===== src/design/battery_power_monitor_limiter_core_macros.svh =====
// Assertion macros shared by the battery power monitor and limiter RTL.
`ifndef BATTERY_POWER_MONITOR_LIMITER_CORE_MACROS_SVH
`define BATTERY_POWER_MONITOR_LIMITER_CORE_MACROS_SVH

// Same-cycle implication, sampled on clock, off during reset
`define BPML_ASSERT_IMPL(label, ante, cons) \
   label: assert property (@(posedge clock) disable iff (reset) (ante) |-> (cons)) \
      else $error("bpml: same-cycle check failed");

// Next-cycle implication, sampled on clock, off during reset
`define BPML_ASSERT_NEXT(label, ante, cons) \
   label: assert property (@(posedge clock) disable iff (reset) (ante) |=> (cons)) \
      else $error("bpml: next-cycle check failed");

`endif


===== src/design/bpml_pkg.sv =====
// Types and constants for the battery power monitor and limiter.
`timescale 1ns / 1ps
`default_nettype none

package bpml_pkg;

   // field widths
   localparam int VOLT_DV_W  = 14;
   localparam int CUR_MA_W   = 21;
   localparam int CHARGE_W   = 7;
   localparam int TEMP_W     = 9;
   localparam int VOLT_W     = 10;
   localparam int CUR_A_W    = 11;
   localparam int POWER_W    = 11;
   localparam int PEAK_W     = 10;
   localparam int PROD_W     = 21;
   localparam int RND_W      = 20;
   localparam int LIM_W      = 24;
   localparam int MAXW_W     = 20;
   localparam int REQ_DATA_W = 56;
   localparam int RSP_DATA_W = 64;
   localparam int CSR_ADDR_W = 3;
   localparam int CSR_DATA_W = 10;

   // register indexes
   localparam logic [CSR_ADDR_W-1:0] CSR_MAX_POWER   = 3'd0;
   localparam logic [CSR_ADDR_W-1:0] CSR_CHARGE_LOW  = 3'd1;
   localparam logic [CSR_ADDR_W-1:0] CSR_CHARGE_CRIT = 3'd2;
   localparam logic [CSR_ADDR_W-1:0] CSR_TEMP_HIGH   = 3'd3;
   localparam logic [CSR_ADDR_W-1:0] CSR_TEMP_CRIT   = 3'd4;

   // register reset values
   localparam logic [9:0]        MAX_POWER_RST   = 10'd80;
   localparam logic [MAXW_W-1:0] MAX_POWER_W_RST = 20'd80000;
   localparam logic [6:0]        CHARGE_LOW_RST  = 7'd30;
   localparam logic [6:0]        CHARGE_CRIT_RST = 7'd20;
   localparam logic [8:0]        TEMP_HIGH_RST   = 9'd50;
   localparam logic [8:0]        TEMP_CRIT_RST   = 9'd60;

   // unit scaling
   localparam int DV_PER_V   = 10;
   localparam int MA_PER_A   = 1000;
   localparam int W_PER_KW   = 1000;
   localparam logic [RND_W-1:0]   ROUND_HALF = 20'd500;
   localparam logic [VOLT_W-1:0]  VOLT_MAX   = 10'd1000;
   localparam logic [CUR_A_W-1:0] CUR_MAX    = 11'd1000;

   // input register
   typedef struct packed {
      logic [VOLT_DV_W-1:0] volt_dv;
      logic [CUR_MA_W-1:0]  cur_ma;
      logic [CHARGE_W-1:0]  charge;
      logic [TEMP_W-1:0]    temp;
   } s1_type;

   // whole units plus derating
   typedef struct packed {
      logic [VOLT_W-1:0]  volt;
      logic [CUR_A_W-1:0] cur;
      logic               zeroed;
      logic [1:0]         shift;
   } s2_type;

   // raw V*A product
   typedef struct packed {
      logic [VOLT_W-1:0]  volt;
      logic [CUR_A_W-1:0] cur;
      logic [PROD_W-1:0]  prod;
      logic               zeroed;
      logic [1:0]         shift;
   } s3_type;

   // rounded power and limit flag
   typedef struct packed {
      logic [VOLT_W-1:0]  volt;
      logic [CUR_A_W-1:0] cur;
      logic [POWER_W-1:0] power;
      logic               limit;
   } s4_type;

   // ring stage carry
   typedef struct packed {
      logic [VOLT_W-1:0]  volt;
      logic [POWER_W-1:0] power;
      logic               limit;
   } s5_type;

   // result word
   typedef struct packed {
      logic               limit;
      logic               over;
      logic [PEAK_W-1:0]  peak_cur;
      logic [PEAK_W-1:0]  peak_volt;
      logic [PEAK_W-1:0]  peak_power;
      logic [POWER_W-1:0] avg;
      logic [POWER_W-1:0] power;
      logic [VOLT_W-1:0]  volt;
   } rsp_type;

endpackage

`default_nettype wire


===== src/design/bpml_div_const.sv =====
// Unsigned divide by a constant through a reciprocal multiply, exact over the input range.
`timescale 1ns / 1ps
`default_nettype none

module bpml_div_const #(
   parameter int WIDTH   = 14,
   parameter int DIVISOR = 10
) (
   input  logic [WIDTH-1:0] dividend,
   output logic [WIDTH-1:0] quotient
);

   // shift large enough that the reciprocal error stays below one step
   localparam int SHIFT = WIDTH + $clog2(DIVISOR) + 1;
   localparam longint unsigned RECIP = ((64'd1 << SHIFT) + DIVISOR - 1) / DIVISOR;
   localparam int MUL_W = WIDTH + SHIFT + 1;

   logic [SHIFT:0]   recip_w;
   logic [MUL_W-1:0] mul;

   assign recip_w  = RECIP[SHIFT:0];
   assign mul      = MUL_W'(dividend) * MUL_W'(recip_w);
   assign quotient = mul[SHIFT +: WIDTH];

endmodule

`default_nettype wire


===== src/design/battery_power_monitor_limiter_core.sv =====
// Battery power monitor and current limiter, top level.
// Six register stages (s1 to s5, rsp); one word per cycle while rsp_tready keeps up,
// and each stage holds one word and frees when the next drains.
// Reset: synchronous; clears pipeline valids, power ring, ring sum, peaks and sets registers
// to their defaults. No clearing pass; words are taken right after reset.
`timescale 1ns / 1ps
`default_nettype none
`include "battery_power_monitor_limiter_core_macros.svh"

module battery_power_monitor_limiter_core
   import bpml_pkg::*;
#(
   parameter int RING_DEPTH = 8
) (
   input  logic                  clock,
   input  logic                  reset,
   input  logic                  req_tvalid,
   output logic                  req_tready,
   // volt_dv[13:0], cur_ma[34:14], charge[41:35], temp[50:42], zero pad
   input  logic [REQ_DATA_W-1:0] req_tdata,
   output logic                  rsp_tvalid,
   input  logic                  rsp_tready,
   // volt[9:0], power[20:10], avg[31:21], peak_power[41:32], peak_volt[51:42],
   // peak_cur[61:52], over[62], limit[63]
   output logic [RSP_DATA_W-1:0] rsp_tdata,
   input  logic                  csr_we,
   input  logic [CSR_ADDR_W-1:0] csr_addr,
   input  logic [CSR_DATA_W-1:0] csr_wdata
);

   localparam int CLOG_D = $clog2(RING_DEPTH);
   localparam int SUM_W  = POWER_W + CLOG_D;
   localparam int MAG_W  = PEAK_W + CLOG_D;

   // ---------------- configuration registers ----------------
   logic [9:0]        max_power_ff;
   logic [MAXW_W-1:0] max_power_w_ff;
   logic [6:0]        charge_low_ff;
   logic [6:0]        charge_crit_ff;
   logic [8:0]        temp_high_ff;
   logic [8:0]        temp_crit_ff;

   always_ff @(posedge clock) begin
      if (reset) begin
         max_power_ff   <= MAX_POWER_RST;
         max_power_w_ff <= MAX_POWER_W_RST;
         charge_low_ff  <= CHARGE_LOW_RST;
         charge_crit_ff <= CHARGE_CRIT_RST;
         temp_high_ff   <= TEMP_HIGH_RST;
         temp_crit_ff   <= TEMP_CRIT_RST;
      end else if (csr_we) begin
         case (csr_addr)
            CSR_MAX_POWER: begin
               max_power_ff   <= csr_wdata;
               max_power_w_ff <= MAXW_W'(csr_wdata * W_PER_KW);
            end
            CSR_CHARGE_LOW:  charge_low_ff  <= csr_wdata[6:0];
            CSR_CHARGE_CRIT: charge_crit_ff <= csr_wdata[6:0];
            CSR_TEMP_HIGH:   temp_high_ff   <= csr_wdata[8:0];
            CSR_TEMP_CRIT:   temp_crit_ff   <= csr_wdata[8:0];
            default: ;
         endcase
      end
   end

   // ---------------- pipeline flow control ----------------
   logic s1_v_ff, s2_v_ff, s3_v_ff, s4_v_ff, s5_v_ff, rsp_v_ff;
   logic s1_adv, s2_adv, s3_adv, s4_adv, s5_adv, rsp_adv;
   logic s1_ld, s2_ld, s3_ld, s4_ld, s5_ld, rsp_ld;

   assign rsp_adv = !rsp_v_ff || rsp_tready;
   assign s5_adv  = !s5_v_ff || rsp_adv;
   assign s4_adv  = !s4_v_ff || s5_adv;
   assign s3_adv  = !s3_v_ff || s4_adv;
   assign s2_adv  = !s2_v_ff || s3_adv;
   assign s1_adv  = !s1_v_ff || s2_adv;

   assign s1_ld  = s1_adv && req_tvalid;
   assign s2_ld  = s2_adv && s1_v_ff;
   assign s3_ld  = s3_adv && s2_v_ff;
   assign s4_ld  = s4_adv && s3_v_ff;
   assign s5_ld  = s5_adv && s4_v_ff;
   assign rsp_ld = rsp_adv && s5_v_ff;

   assign req_tready = s1_adv;
   assign rsp_tvalid = rsp_v_ff;

   always_ff @(posedge clock) begin
      if (reset) begin
         s1_v_ff  <= 1'b0;
         s2_v_ff  <= 1'b0;
         s3_v_ff  <= 1'b0;
         s4_v_ff  <= 1'b0;
         s5_v_ff  <= 1'b0;
         rsp_v_ff <= 1'b0;
      end else begin
         if (s1_adv)  s1_v_ff  <= req_tvalid;
         if (s2_adv)  s2_v_ff  <= s1_v_ff;
         if (s3_adv)  s3_v_ff  <= s2_v_ff;
         if (s4_adv)  s4_v_ff  <= s3_v_ff;
         if (s5_adv)  s5_v_ff  <= s4_v_ff;
         if (rsp_adv) rsp_v_ff <= s5_v_ff;
      end
   end

   // ---------------- stage 1: input register ----------------
   s1_type s1_ff, s1_in;

   always_comb begin
      s1_in.volt_dv = req_tdata[13:0];
      s1_in.cur_ma  = req_tdata[34:14];
      s1_in.charge  = req_tdata[41:35];
      s1_in.temp    = req_tdata[50:42];
   end

   always_ff @(posedge clock) begin
      if (s1_ld) s1_ff <= s1_in;
   end

   // ---------------- stage 2: whole volts/amps, derating ----------------
   s2_type                s2_ff, s2_in;
   logic [VOLT_DV_W-1:0]  volt_q;
   logic [CUR_MA_W-1:0]   cur_mag;
   logic [CUR_MA_W-1:0]   cur_q;
   logic [CUR_A_W-1:0]    cur_a;
   logic                  cur_neg;
   logic                  chg_crit, chg_low, tmp_crit, tmp_high;

   assign cur_neg = s1_ff.cur_ma[CUR_MA_W-1];
   assign cur_mag = cur_neg ? CUR_MA_W'(-s1_ff.cur_ma) : s1_ff.cur_ma;

   bpml_div_const #(.WIDTH(VOLT_DV_W), .DIVISOR(DV_PER_V)) u_div_volt (
      .dividend (s1_ff.volt_dv),
      .quotient (volt_q)
   );

   bpml_div_const #(.WIDTH(CUR_MA_W), .DIVISOR(MA_PER_A)) u_div_cur (
      .dividend (cur_mag),
      .quotient (cur_q)
   );

   assign chg_crit = s1_ff.charge < charge_crit_ff;
   assign chg_low  = s1_ff.charge < charge_low_ff;
   assign tmp_crit = $signed(s1_ff.temp) >= $signed(temp_crit_ff);
   assign tmp_high = $signed(s1_ff.temp) >= $signed(temp_high_ff);

   always_comb begin
      s2_in.volt   = (volt_q > VOLT_DV_W'(VOLT_MAX)) ? VOLT_MAX : volt_q[VOLT_W-1:0];
      cur_a        = (cur_q > CUR_MA_W'(CUR_MAX)) ? CUR_MAX : cur_q[CUR_A_W-1:0];
      s2_in.cur    = cur_neg ? CUR_A_W'(-cur_a) : cur_a;
      s2_in.zeroed = chg_crit || tmp_crit;
      // each active derate halves the allowed current
      s2_in.shift  = {1'b0, !chg_crit && chg_low} + {1'b0, !tmp_crit && tmp_high};
   end

   always_ff @(posedge clock) begin
      if (s2_ld) s2_ff <= s2_in;
   end

   // ---------------- stage 3: V * A ----------------
   s3_type                   s3_ff, s3_in;
   logic signed [PROD_W-1:0] volt_x, cur_x;

   assign volt_x = PROD_W'(s2_ff.volt);
   assign cur_x  = PROD_W'($signed(s2_ff.cur));

   always_comb begin
      s3_in.volt   = s2_ff.volt;
      s3_in.cur    = s2_ff.cur;
      s3_in.prod   = volt_x * cur_x;
      s3_in.zeroed = s2_ff.zeroed;
      s3_in.shift  = s2_ff.shift;
   end

   always_ff @(posedge clock) begin
      if (s3_ld) s3_ff <= s3_in;
   end

   // ---------------- stage 4: round to kW, current limit ----------------
   s4_type                  s4_ff, s4_in;
   logic                    prod_neg;
   logic [PROD_W-1:0]       prod_mag;
   logic [RND_W-1:0]        prod_rnd;
   logic [RND_W-1:0]        pw_q;
   logic [POWER_W-1:0]      pw_mag;
   logic signed [LIM_W-1:0] prod_sc;
   logic signed [LIM_W-1:0] lim_w;
   logic                    cur_pos;

   assign prod_neg = s3_ff.prod[PROD_W-1];
   assign prod_mag = prod_neg ? PROD_W'(-s3_ff.prod) : s3_ff.prod;
   assign prod_rnd = prod_mag[RND_W-1:0] + ROUND_HALF;

   bpml_div_const #(.WIDTH(RND_W), .DIVISOR(W_PER_KW)) u_div_power (
      .dividend (prod_rnd),
      .quotient (pw_q)
   );

   assign pw_mag  = pw_q[POWER_W-1:0];
   // scaling the product stands in for scaling the allowed current
   assign prod_sc = LIM_W'($signed(s3_ff.prod)) <<< s3_ff.shift;
   assign lim_w   = LIM_W'(max_power_w_ff);
   assign cur_pos = !s3_ff.cur[CUR_A_W-1] && (s3_ff.cur != '0);

   always_comb begin
      s4_in.volt  = s3_ff.volt;
      s4_in.cur   = s3_ff.cur;
      s4_in.power = prod_neg ? POWER_W'(-pw_mag) : pw_mag;
      if (s3_ff.zeroed) begin
         s4_in.limit = cur_pos;
      end else if (s3_ff.volt == '0) begin
         s4_in.limit = 1'b0;
      end else begin
         s4_in.limit = prod_sc > lim_w;
      end
   end

   always_ff @(posedge clock) begin
      if (s4_ld) s4_ff <= s4_in;
   end

   // ---------------- stage 5: power ring, running sum, peaks ----------------
   s5_type                    s5_ff, s5_in;
   logic signed [POWER_W-1:0] ring_ff [RING_DEPTH];
   logic signed [SUM_W-1:0]   ring_sum_ff, ring_sum_in;
   logic [PEAK_W-1:0]         peak_power_ff, peak_power_in;
   logic [PEAK_W-1:0]         peak_volt_ff, peak_volt_in;
   logic [PEAK_W-1:0]         peak_cur_ff, peak_cur_in;
   logic signed [SUM_W-1:0]   oldest_x, power_x;
   logic                      power_pos, cur_pos4;

   // the ring is a shift line; its last tap is the entry being replaced
   assign oldest_x    = SUM_W'(ring_ff[RING_DEPTH-1]);
   assign power_x     = SUM_W'($signed(s4_ff.power));
   assign ring_sum_in = ring_sum_ff - oldest_x + power_x;

   assign power_pos = !s4_ff.power[POWER_W-1];
   assign cur_pos4  = !s4_ff.cur[CUR_A_W-1];

   always_comb begin
      peak_power_in = peak_power_ff;
      if (power_pos && (s4_ff.power[PEAK_W-1:0] > peak_power_ff))
         peak_power_in = s4_ff.power[PEAK_W-1:0];
      peak_volt_in = (s4_ff.volt > peak_volt_ff) ? s4_ff.volt : peak_volt_ff;
      peak_cur_in  = peak_cur_ff;
      if (cur_pos4 && (s4_ff.cur[PEAK_W-1:0] > peak_cur_ff))
         peak_cur_in = s4_ff.cur[PEAK_W-1:0];
      s5_in.volt  = s4_ff.volt;
      s5_in.power = s4_ff.power;
      s5_in.limit = s4_ff.limit;
   end

   always_ff @(posedge clock) begin
      if (reset) begin
         ring_sum_ff   <= '0;
         peak_power_ff <= '0;
         peak_volt_ff  <= '0;
         peak_cur_ff   <= '0;
      end else if (s5_ld) begin
         ring_sum_ff   <= ring_sum_in;
         peak_power_ff <= peak_power_in;
         peak_volt_ff  <= peak_volt_in;
         peak_cur_ff   <= peak_cur_in;
      end
   end

   always_ff @(posedge clock) begin
      if (reset) begin
         ring_ff[0] <= '0;
      end else if (s5_ld) begin
         ring_ff[0] <= $signed(s4_ff.power);
      end
   end

   for (genvar i = 1; i < RING_DEPTH; i++) begin : g_ring
      always_ff @(posedge clock) begin
         if (reset) begin
            ring_ff[i] <= '0;
         end else if (s5_ld) begin
            ring_ff[i] <= ring_ff[i-1];
         end
      end
   end

   always_ff @(posedge clock) begin
      if (s5_ld) s5_ff <= s5_in;
   end

   // ---------------- result register: mean, flags ----------------
   // state registers hold the snapshot of the word sitting in stage 5
   rsp_type              rsp_ff, rsp_in;
   logic                 sum_neg;
   logic [SUM_W-1:0]     sum_abs;
   logic [MAG_W-1:0]     avg_q;
   logic [POWER_W-1:0]   avg_mag;
   logic [POWER_W-1:0]   avg;

   assign sum_neg = ring_sum_ff[SUM_W-1];
   assign sum_abs = sum_neg ? SUM_W'(-ring_sum_ff) : ring_sum_ff;

   bpml_div_const #(.WIDTH(MAG_W), .DIVISOR(RING_DEPTH)) u_div_avg (
      .dividend (sum_abs[MAG_W-1:0]),
      .quotient (avg_q)
   );

   assign avg_mag = {1'b0, avg_q[PEAK_W-1:0]};
   assign avg     = sum_neg ? POWER_W'(-avg_mag) : avg_mag;

   always_comb begin
      rsp_in.volt       = s5_ff.volt;
      rsp_in.power      = s5_ff.power;
      rsp_in.avg        = avg;
      rsp_in.peak_power = peak_power_ff;
      rsp_in.peak_volt  = peak_volt_ff;
      rsp_in.peak_cur   = peak_cur_ff;
      rsp_in.over       = $signed({avg[POWER_W-1], avg}) > $signed({2'b00, max_power_ff});
      rsp_in.limit      = s5_ff.limit;
   end

   always_ff @(posedge clock) begin
      if (rsp_ld) rsp_ff <= rsp_in;
   end

   assign rsp_tdata = rsp_ff;

   // ---------------- assertions ----------------
   `BPML_ASSERT_NEXT(a_state_hold, !s5_ld, $stable(peak_power_ff) && $stable(ring_sum_ff))
   `BPML_ASSERT_NEXT(a_no_invent, rsp_adv && !s5_v_ff, !rsp_tvalid)
   `BPML_ASSERT_IMPL(a_over_pos, rsp_tvalid && rsp_ff.over, !rsp_ff.avg[POWER_W-1])

endmodule

`default_nettype wire


===== config.mk =====
export PLATFORM = sky130hd
export DESIGN_NAME = battery_power_monitor_limiter_core
export DESIGN_NICKNAME = d
export VERILOG_FILES = /design/src/design/bpml_pkg.sv /design/src/design/bpml_div_const.sv /design/src/design/battery_power_monitor_limiter_core.sv
export VERILOG_INCLUDE_DIRS = /design/src /design/src/design
export SDC_FILE = /design/constraint.sdc
export NUM_CORES = 2
export LEC_CHECK = 0
export ABC_AREA = 1
export BUFFER_PORTS_ARGS = -buffer_cell sky130_fd_sc_hd__buf_2
export CORE_MARGIN = 2
export CORE_UTILIZATION = 47
export DETAILED_ROUTE_END_ITERATION = 8
export PLACE_DENSITY = 0.66
export SLEW_MARGIN = 20
export SYNTH_ARGS = -nofsm -noshare
export SYNTH_HDL_FRONTEND = slang
export SYNTH_SLANG_ARGS = --single-unit

===== constraint.sdc =====
create_clock -name clock -period 7.5 [get_ports clock]
set_clock_uncertainty 0.2 [all_clocks]
set_input_delay 0.75 -clock clock [delete_from_list [all_inputs] [get_ports clock]]
set_output_delay 0.75 -clock clock [all_outputs]
set_load 0.02 [all_outputs]

### After elaboration in Yosys (flattened, before gate mapping)

Memories as Yosys holds them, arrays and structs flattened.
Index checks and enable logic that the tools add are counted.

| word-level totals | value |
|---|---|
| output and inout port bits | 66 |
| bits in writable memories | 88 |
| bits in registers | 348 |
| memories | 1 |
| word-level logic and storage cells | 146 |
| bits of input ports | 74 |

| cells by class | value |
|---|---|
| equal/unequal tests | 4 |
| bitwise logic cells | 8 |
| magnitude comparators | 11 |
| reduce and logical (&&, ||, !) cells | 40 |
| add/sub/neg operators | 10 |
| multiplexer cells | 22 |
| shift operators | 1 |
| $mul | 5 |

Memories:

| memory | depth | bits a word | read ports | clocked after Yosys merged registers in | wr ports | RTL line | text |
|---|---|---|---|---|---|---|---|
| ring_ff | 8 | 11 | 8 | 0 | 8 | battery_power_monitor_limiter_core.sv:224 | `logic signed [POWER_W-1:0] ring_ff [RING_DEPTH];` |

Operators by type and width:

| kind | number |
|---|---|
| $mux W11 | 12 |
| $mul A21 B20 Y41 const B | 1 |
| $mul A20 B20 Y40 const B | 1 |
| $gt A10 B10 Y1 | 3 |
| $mul A14 B16 Y30 const B | 1 |
| $gt A24 B21 Y1 | 1 |
| $sshl A21 B2 Y24 | 1 |
| $neg A11 Y11 | 2 |
| $gt A21 B10 Y1 const B | 1 |
| $mul A11 B11 Y21 | 1 |
| $mux W21 | 1 |
| $neg A21 Y21 | 1 |
| $add A20 B9 Y20 const B | 1 |
| $mux W20 | 1 |
| $neg A20 Y20 | 1 |
| $ge A9 B9 Y1 | 2 |
| $mul A10 B7 Y17 const B | 1 |
| $reduce_and A2 Y1 | 8 |
| $add A14 B11 Y14 | 1 |
| $gt A14 B10 Y1 const B | 1 |
| $lt A7 B7 Y1 | 2 |
| $sub A14 B11 Y14 | 1 |
| $mux W13 | 1 |
| $neg A13 Y13 | 1 |
| other kinds (14) | 54 |

### Depth between registers and ports, before layout

| depth | value |
|---|---|
| word-level depth | 8 |
| depth in mapped cells | 47 |

### By module

A second synthesis with hierarchy kept.

| unflattened totals | value |
|---|---|
| cells, all modules | 5,130 |
| area total of the unflattened synthesis | 43,261.5 µm² |

By module, submodules not included:

| module | cells an instance | area each (µm²) | times used | sequential area each (µm²) |
|---|---|---|---|---|
| battery_power_monitor_limiter_core | 2,746 | 25,984.9 | 1 | 11,961.5 |
| bpml_div_const (u_div_cur) | 901 | 6,616.3 | 1 | 0.0 |
| bpml_div_const (u_div_power) | 874 | 6,384.9 | 1 | 0.0 |
| bpml_div_const (u_div_volt) | 595 | 4,174.0 | 1 | 0.0 |
| bpml_div_const (u_div_avg) | 14 | 101.3 | 1 | 0.0 |

### Worst setup path after synthesis

OpenSTA, ideal clock, no wires.

| timing | value |
|---|---|
| kind | flip-flop to flip-flop |
| start | reg s1_ff[16] in the netlist's numbering |
| end | reg s2_ff, in the netlist cur_x[8], data pin |
| path slack | -0.224 ns |
| required time | 7.047 ns |
| arrival | 7.271 ns |
| cell stages (with the launch flop) | 40 |
| buffers on the path | 0 |
| path through | edfxtp_1 > nor3_1 > nor3b_1 > inv_1 > nor4_1 > nand3_1 > nand2_1 > o21ai_0 > xnor2_1 > inv_1 > ha_1 > inv_1 > fa_1 > fa_1 > inv_1 > fa_1 > fa_1 > inv_1 > [4 not listed] > inv_1 > a21oi_1 > nand2_1 > a21oi_1 > nand2_1 > a21oi_1 > xor2_1 > nand3_2 > nand2_2 > inv_1 > nand3_1 > ha_1 > and2_1 > inv_1 > nor2_1 > nand3_1 > nand3b_1 > nand2_1 |

RTL lines:

| item | RTL line | text |
|---|---|---|
| start: declaration | battery_power_monitor_limiter_core.sv:107 | `s1_type s1_ff, s1_in;` |
| start signal: assignment | battery_power_monitor_limiter_core.sv:117 | `if (s1_ld) s1_ff <= s1_in;` |
| end signal: assignment | battery_power_monitor_limiter_core.sv:157 | `if (s2_ld) s2_ff <= s2_in;` |
| end: declaration | battery_power_monitor_limiter_core.sv:121 | `s2_type s2_ff, s2_in;` |

==> out/qor.csv <==
stage,metric,value,unit
outcome,status,"complete, no violations",
global_route,largest net degree at the start of global routing,80,
critical_path,Reg2Reg Capture Point,power_x[6]$_DFFE_PP_,
critical_path,R2R cell count,37,
routing,antenna-violating nets left,0,
synth,"Seq/Total Area, Yosys",0.292,
critical_path,CP startpoint,s3_ff[4]$_DFFE_PP_,
clock_network,Clock H-tree levels,2,
die,Starting Density,0.473,
routing,drt wl/cell,16.0,um
job,max_cap viols,0,
synth,syn_area_per_cell,9.12,um2
placement,Detail Placement HPWL,77100,um
critical_path,Top Family by Delay on Critical Path,adder cells,
synth,cells after synthesis,4492,
global_route,vias in the first global route,31500,
synth,Mapped Area,40900,um2
synth,most common cell in the synthesized netlist,inv_1,
critical_path,Worst EP arrival,7620,ps
hold_path,Hold Path Origin,req_tdata[22],
routing,vias after detailed routing,30800,
timing,Final Hold Viols,0,
critical_path,Setup crit end,power_x[6]$_DFFE_PP_,
synth,Area contributors post-synth,"edfxtp_1 (24%), ha_1 (20%), fa_1 (17%), inv_1 (10%), nand2_1 (5.9%)",
clock_network,root buf cell,clkbuf_16,
placement,final weighted congestion in routability-driven placement,0.978,
hold_path,worst min path class,primary input to register,
global_route,initial antenna violation count,3,
critical_path,CP Buf/Inv Count,10,
layout,Util after Layout,0.577,
die,full die area,89500,um2
critical_path,Critical Path Fanout Max,3,
die,Chip Width,299,um
clock_network,TritonCTS clock tree,built,
critical_path,stages on the worst setup path,37,
synth,Post-synth EDFFs,327,
critical_path,reg2reg setup slack,30,ps
synth,#FFs+latches synth,434,
clock_network,clock sink total,434,
timing,Slew @ Worst Pin,1020,ps
layout,synthesis-to-finish area growth,22.0,%
routing,Initial DRT Pass Iterations,5,
timing,Period minus WS final,7470,ps
critical_path,Startpoint Class,register,
synth,Syn Nets,5571,
critical_path,Setup Crit Path Kind,register to register,
synth,most used flip-flop cell after synthesis,edfxtp_1,
die,row cnt,108,
critical_path,"Largest stage delay, worst path",560,ps
critical_path,WP data required,7650,ps
timing,Rel. slew slack,0.322,
clock_network,clock slew at reported path FFs,60,ps
global_route,Total GRT Usage,0.219,
layout,NumNets Final,6054,
clock_network,CTS max path bufs,3,
clock_network,clk_lat worst skew,650,ps
die,IO Count,140,
placement,port bufs,134,
clock_network,CTS buffer count,48,
timing,Setup-failing EPs final,0,
timing,crit share post-route,0.996,
synth,synth warn,0,
critical_path,"slowest stage cell, crit path",fa_1,
global_route,first-pass GRT wire length,157000,um
routing,Detailed Route WL,98700,um
routing,initial drt markers,1655,
layout,layout cells sized above 1,0.210,
synth,Synth top area share,0.240,
synth,Post-synth top cells,"inv_1 (1101), ha_1 (660), nand2_1 (641)",
timing,Max Freq,134,MHz
global_route,grt total ovfl,0,
critical_path,Worst R2R Start,s3_ff[4]$_DFFE_PP_,
critical_path,CP endpoint kind,register,
routing,DR DRC count,0,
synth,library cells used by synthesis,67,
routing,vias per inst,4.99,
synth,"area leader, netlist",edfxtp_1,
timing,setup TNS,0,ps
timing,"Slew Viols, Final",0,
timing,RSZ-0062 raised after global routing,true,
synth,asr flop ratio synth,0,
die,die height,299,um
clock_network,cts hold-fix bufs,0,
die,Core ar.,86600,um2
[flip-flops by register name, summed over array words and instances (netlist names), 11 cells and up]
name / cells
rsp_tdata: 64
ring_ff: 88
s3_ff: 44
ring_sum_ff: 14
power_x: 11
rsp_in: 22
s1_ff: 50
cur_x: 11
max_power_w_ff: 15
s4_ff: 22
s2_ff: 13
[worst register-to-register path, delay by kind of cell (launching register included)]
kind	cells	cell delay, ps
buffers and inverters	10	990
XOR/XNOR	4	630
AND/OR/NAND/NOR	13	1600
adder cells (fa/ha/maj)	8	3040
AO/OA/AOI/OAI	2	350
flip-flops	1	400
[layout make-up]
cell class                 count  area (um2)
sequential                   434       12000
clock inverter                31         470
inverter                    1116        4210
clock buffer                  59        1260
tap                         1155        1450
timing repair buffer         499        3530
fill                        7376       36700
multi-input combinational   2876       27100
antenna                        1        2.50
[worst min-delay path by stage]
stage / endpoint / depth (start not counted)
3_5_place_dp: s3_ff[0]$_DFFE_PP_ / 0
5_1_grt: s1_ff[2]$_DFFE_PP_ / 1
6_report: s1_ff[24]$_DFFE_PP_ / 1
4_1_cts: s1_ff[10]$_DFFE_PP_ / 1
3_3_place_gp: rsp_tdata[63]$_DFFE_PP_ / 0
2_1_floorplan: rsp_in[63]$_DFFE_PP_ / 0
[metrics by stage]
step / area [um2] / cells / setup WS [ps] / hold WS (ps)
global placement: 45200 / 6017 / -246 / 202
global route: 50000 / 6170 / -346 / 35.2
detailed placement: 45200 / 6017 / -331 / 206
floorplan: 41000 / 4492 / 77.9 / 200
finish: 50000 / 6171 / 29.5 / 71.2
CTS: 48100 / 6135 / -6.18 / 39.8
[timing repair]
action                     4_1_cts  5_1_grt
gates resized for setup        173      307
pin swaps                       88      160
setup buffers                   29       37
setup endpoints to repair       13       19
[placed cells by master (no fill, tap or decap), types with 11 or more instances in the layout]
master and count:
a21oi_1 219, a21oi_2 26, buf_2 134, buf_4 340
buf_6 22, clkbuf_16 48, dfxtp_1 107, edfxtp_1 327
fa_1 332, fa_2 13, ha_1 552, ha_4 103
inv_1 1046, inv_2 60, mux2i_1 11, nand2_1 583
nand2_2 58, nand2_4 19, nand3_1 86, nand3_2 22
nand4_1 19, nor2_1 245, nor2_2 35, nor2_4 25
nor3_1 22, nor4_1 11, o211ai_1 19, o21ai_0 171
o21ai_1 12, o21ai_2 11, o21bai_1 16, or2_2 12
xnor2_1 25, xor2_1 71, xor2_2 18
[per-layer routing]
metal	vias to the layer above	track usage	wire, um
met3	177	0.0259	4430
met2	657	0.384	48700
met1	14700	0.285	42600
met5	-	0	13
li1	15200	-	-
met4	2	0.0602	2960
[cell families (layout without fill, tap and decap cells)]
| group | after synthesis | count (layout) | synth area share |
|---|---|---|---|
| AND/OR/NAND/NOR | 1186 | 1186 | 0.124 |
| buffers and inverters | 1182 | 1705 | 0.109 |
| adder cells (fa/ha/maj) | 1005 | 1005 | 0.370 |
| AO/OA/AOI/OAI | 549 | 549 | 0.0738 |
| flip-flops | 434 | 434 | 0.292 |
| XOR/XNOR | 125 | 125 | 0.0285 |
| multiplexers | 11 | 11 | 0.00269 |
| other | 0 | 1 | 0 |
Power is not shown: default switching activity piles up to over one toggle a cycle in this logic, so the estimate is an artifact.
